### src/rtl/core/bist_ram.sv
// ----------------------------------------------------------------------------
// bist_ram
// Generic single-write, single-read RAM with registered read data.
// ----------------------------------------------------------------------------
module bist_ram #(
	parameter int unsigned WIDTH = 32,
	parameter int unsigned DEPTH = 128,
	parameter int unsigned AW    = (DEPTH > 1) ? $clog2(DEPTH) : 1
) (
	input  logic             clk,
	input  logic             we,
	input  logic [AW-1:0]    waddr,
	input  logic [WIDTH-1:0] wdata,
	input  logic [AW-1:0]    raddr,
	output logic [WIDTH-1:0] rdata
);

	logic [WIDTH-1:0] mem_q [DEPTH];
	logic [WIDTH-1:0] rdata_q;

	// write port and registered read port
	always_ff @(posedge clk) begin
		if (we) begin
			mem_q[waddr] <= wdata;
		end
		rdata_q <= mem_q[raddr];
	end

	assign rdata = rdata_q;

endmodule

### config.mk
export PLATFORM = sky130hd
export DESIGN_NAME = bist_ram
export DESIGN_NICKNAME = d
export VERILOG_FILES = /design/src/rtl/core/bist_ram.sv
export SDC_FILE = /design/constraint.sdc
export NUM_CORES = 2
export LEC_CHECK = 0
export BUFFER_PORTS_ARGS = -buffer_cell sky130_fd_sc_hd__buf_2
export CAP_MARGIN = 5
export CORE_MARGIN = 2
export CORE_UTILIZATION = 25
export DETAILED_ROUTE_END_ITERATION = 8
export GPL_ROUTABILITY_DRIVEN = 0
export PLACE_DENSITY = 0.4
export SLEW_MARGIN = 20
export SYNTH_ARGS = -nofsm -noshare
export SYNTH_HDL_FRONTEND = slang
export SYNTH_SLANG_ARGS = --single-unit
### constraint.sdc
create_clock -name clk -period 10 [get_ports clk]
set_input_delay 1.5 -clock clk [delete_from_list [all_inputs] [get_ports clk]]
set_output_delay 1.5 -clock clk [all_outputs]
set_load 0.02 [all_outputs]
== Word level (Yosys, flattened, before mapping) ==
Memory sizes are Yosys's and may differ from the RTL's. A register that Yosys moved wholly into a read port is not among the register bits.
Index checks and enable logic that the tools add are counted.

* Flip-flop bits (word level): 0
* RAM bits: 4,096
* Bits of input ports: 48
* Output and inout port bits: 32
* Word-level logic and storage cells: 3
* Memories: 1

* Muxes and demuxes: 2

{| class="wikitable"
|+ Memories
! name !! words !! width !! rd ports !! clocked after Yosys merged registers in !! write ports !! line !! RTL
|-
| mem_q || 128 || 32 || 1 || 1 || 1 || 18 || <nowiki>logic [WIDTH-1:0] mem_q [DEPTH];</nowiki>
|}

{| class="wikitable"
|+ Operators with widths
! cell !! number
|-
| $mux 1 || 2
|}

== Longest topological paths before layout ==
* Word-level depth: 2
* Mapped depth: 8

== Worst setup path after synthesis ==
OpenSTA, ideal clock, no wires.

* Kind: input port to flip-flop
* Start point: in we
* End point: mem mem_q[98][0] (enable)
* Data arrival time: 4.278 ns
* Data required time: 9.539 ns
* Slack: 5.261 ns
* Stages on the path: 3
* Path buffers: 1
* Path through: clkbuf_1 nand4_1 nor3_1

* Cells in the longest elaborated chain, start to end: 2

{| class="wikitable"
|+ RTL lines
! element !! line !! RTL
|-
| from (decl) || 11 || <nowiki>input logic we,</nowiki>
|-
| $mux 1 || 23 || <nowiki>if (we) begin</nowiki>
|-
| $mux 1 (not written as such) || 24 || <nowiki>mem_q[waddr] <= wdata;</nowiki>
|-
| to (decl) || 18 ||
|}

Every way passes these cells.

==> flow_metrics.tcl <==
set metrics [dict create \
    status "finished clean" \
    ant_nets 0 \
    dr.pass1.iters 7 \
    fin_setup_tns_ns 0 \
    synth_nets 6038 \
    cp_slowest_cell "mux4_2" \
    cts_buffer_depth 4 \
    yosysWarnings 0 \
    synth_compound_area_share_pct 0 \
    cts_tree "yes" \
    clkPwrFrac_pct 43.2 \
    clock_sinks 4128 \
    antenna_found_initial 63 \
    hold_viol 0 \
    crit_fanout 90 \
    io_pins 80 \
    instances_no_fill 15200 \
    p_per_area_mw_per_mm2 204 \
    post-place-ws_ns 4.31 \
    wire_per_inst_um 32.9 \
    crit_chain "buf_12, buf_12, mux4_2, mux4_2, mux4_2, mux2_2" \
    gr-usage-all-layers_pct 15.5 \
    power.switching_mw 8.36 \
    ys_seq_area_share_pct 79.1 \
    place_inst 14300 \
    clockRootBuffer "clkbuf_16" \
    rsz0062_at_grt "no" \
    seqPwrFrac_pct 51.4 \
    drtIter0Drc 7524 \
    layout-drive-gt1-share_pct 35.6 \
    critPathMaxStageDelay_ns 0.72 \
    synth_top_family_by_area "multiplexers" \
    die_x_um 795 \
    fmax_mhz 218 \
    wirelength_um 499000 \
    synth_adder_area_share_pct 0 \
    dr_total_vias 70200 \
    grt_pass1_wl_um 670000 \
    ys_types 17 \
    ctsHoldBuffers 0 \
    stdcell_area_mm2 0.183 \
    finalMaxSlewViolations 0 \
    power_leakage_nw 54.5 \
    rows 290 \
    maxCapViolCount 0 \
    final_critical_path_setup_slack_ns 5.40 \
    htreeDepth 5 \
    start_kind "primary input" \
    critical_path_class "primary input to register" \
    cts_setup_buffers 0 \
    muxShareOfSynthArea_pct 19.6 \
    cts_resized 0 \
    syn-cell-area_mm2 0.156 \
    period_share_pct 46.0 \
    synthCells 5990 \
    min_period_ns 4.60 \
    grt_pass1_vias 73600 \
    hold_slack_ns 0.927 \
    grt_overflow 0 \
    relSlewSlack_pct 22.0 \
    ys_ff_latch 4128 \
    via_per_inst 4.62 \
    io_buffers 79 \
    ir_worst_vdd_uv 152 \
    fin_util_pct 29.4 \
    path_clk_slew_ns 0.06 \
    p_comb_share_pct 5.4 \
    power_mw 37.4 \
    crit_arrival_ns 5.46 \
    fin_skew_ns 0.0714 \
    avgSynthCellArea_um2 26.1 \
    p_int_mw 29.0 \
    cts_buffers 448 \
    crit_family "multiplexers" \
    finalSetupViolCount 0 \
    cp_common_cell "mux4_2" \
    drc_errors 0 \
    dp_hpwl_um 274000 \
    finalNetCount 6484 \
    clk_latency_ns 1.03 \
    die_h_um 795 \
    holdCritPathClass "primary input to register" \
    switching_share_pct 22.4 \
    end_kind "register" \
    dpl_cell_area_mm2 0.169 \
    path_buf_inv 2 \
    areaGrowthSynthToFinish_pct 17.3 \
    tightest_slew_ns 1.17 \
    die_area_mm2 0.631 \
    yosys.area_share.simple_pct 0.446 \
    core-area_mm2 0.623 \
    synth_xor_area_share_pct 0 \
    grt_max_degree 125 \
    start_util_pct 25.1 \
    required_ns 10.87 \
]
==> Yosys cell counts <==
master    number  area, um2
dfxtp_1       32        641
mux2_2        32        360
nand2b_1       2       12.5
edfxtp_1    4096     123000
buf_6          2       22.5
nor3_1         9       45.0
nand3_1       12       60.1
nor2b_1        7       43.8
nand2_1       14       52.6
buf_2         79        395
buf_1         50        188
buf_4          3       22.5
clkbuf_1     182        683
or3_1          1       6.26
mux4_2      1344      30300
nand4_1        3       18.8
nor2_1       122        458
==> worst paths after layout <==
kind | slack [ns] | cells past startpoint | from | end
max reg2reg | 7.20 | 4 | mem_q[116][4]$_DFFE_PP_ | rdata[4]$_DFF_P_
min reg2reg | 1.09 | 4 | mem_q[31][15]$_DFFE_PP_ | rdata[15]$_DFF_P_
max | 5.40 | 6 | raddr[0] | rdata[1]$_DFF_P_
min | 0.93 | 1 | wdata[19] | mem_q[75][19]$_DFFE_PP_
==> worst reg2reg max path, cell delays in order (launching register included) <==
cell	delay [ns]
edfxtp_1	0.36
mux4_2	0.51
mux4_2	0.64
mux4_2	0.75
mux2_2	0.41
==> logic make-up (layout without fill, tap and decap cells) <==
kind of cell | Yosys count | count (layout)
simple gates | 170 | 170
buf+inv | 316 | 1138
flops | 4128 | 4128
other cells | 0 | 52
mux | 1376 | 1376
==> final cells by class <==
class / instances / area [um2]
Fill cell: 60300 / 440000
Sequential cell: 4128 / 124000
Multi-Input combinational cell: 1546 / 32300
Clock buffer: 589 / 11900
Tap cell: 8322 / 10400
Timing Repair Buffer: 312 / 2600
Clock inverter: 237 / 2260
Antenna cell: 52 / 130
==> cells in the final DEF, fill, tap and decap left out, types with 2 or more instances in the layout <==
cell type	n
nand2_1	11
clkinv_16	7
nor2_1	3
clkinvlp_4	11
nor2_4	119
mux2_2	32
bufinv_16	32
buf_12	25
inv_6	7
nand4_1	3
clkbuf_16	452
nor2b_1	7
mux4_2	1344
edfxtp_1	4096
nand2_2	3
clkbuf_1	128
nand2b_1	2
nand3_1	8
inv_16	9
clkinv_1	95
diode_2	52
buf_8	3
nand3_2	4
clkinv_4	5
dfxtp_1	32
clkinv_2	70
clkbuf_8	9
nor3_2	9
buf_4	241
buf_2	41
==> registers in the layout (all words and copies together) (netlist names) <==
signal / cells
mem_q: 4096
rdata: 32
==> power groups by stage <==
| stage | clock, mW | combinational [mW] | sequential, mW |
|---|---|---|---|
| 4_1_cts | 16.6 | 2.08 | 19.2 |
| 3_3_place_gp | 0 | 2.05 | 19.6 |
| 6_report | 16.2 | 2.00 | 19.2 |
| 2_1_floorplan | 0 | 0.922 | 19.5 |
| 3_5_place_dp | 0 | 2.08 | 19.6 |
| 5_1_grt | 17.2 | 2.11 | 19.2 |
==> metal layers <==
metal	share of wire (%)	vias up	global-route usage [%]
met2	49	1908	26.1
met3	5.1	540	2.06
met1	44	40300	21.3
li1	-	27400	-
met5	0.018	-	0
met4	1.9	12	3.30
No activity file was read; power rests on OpenSTA's default activity.
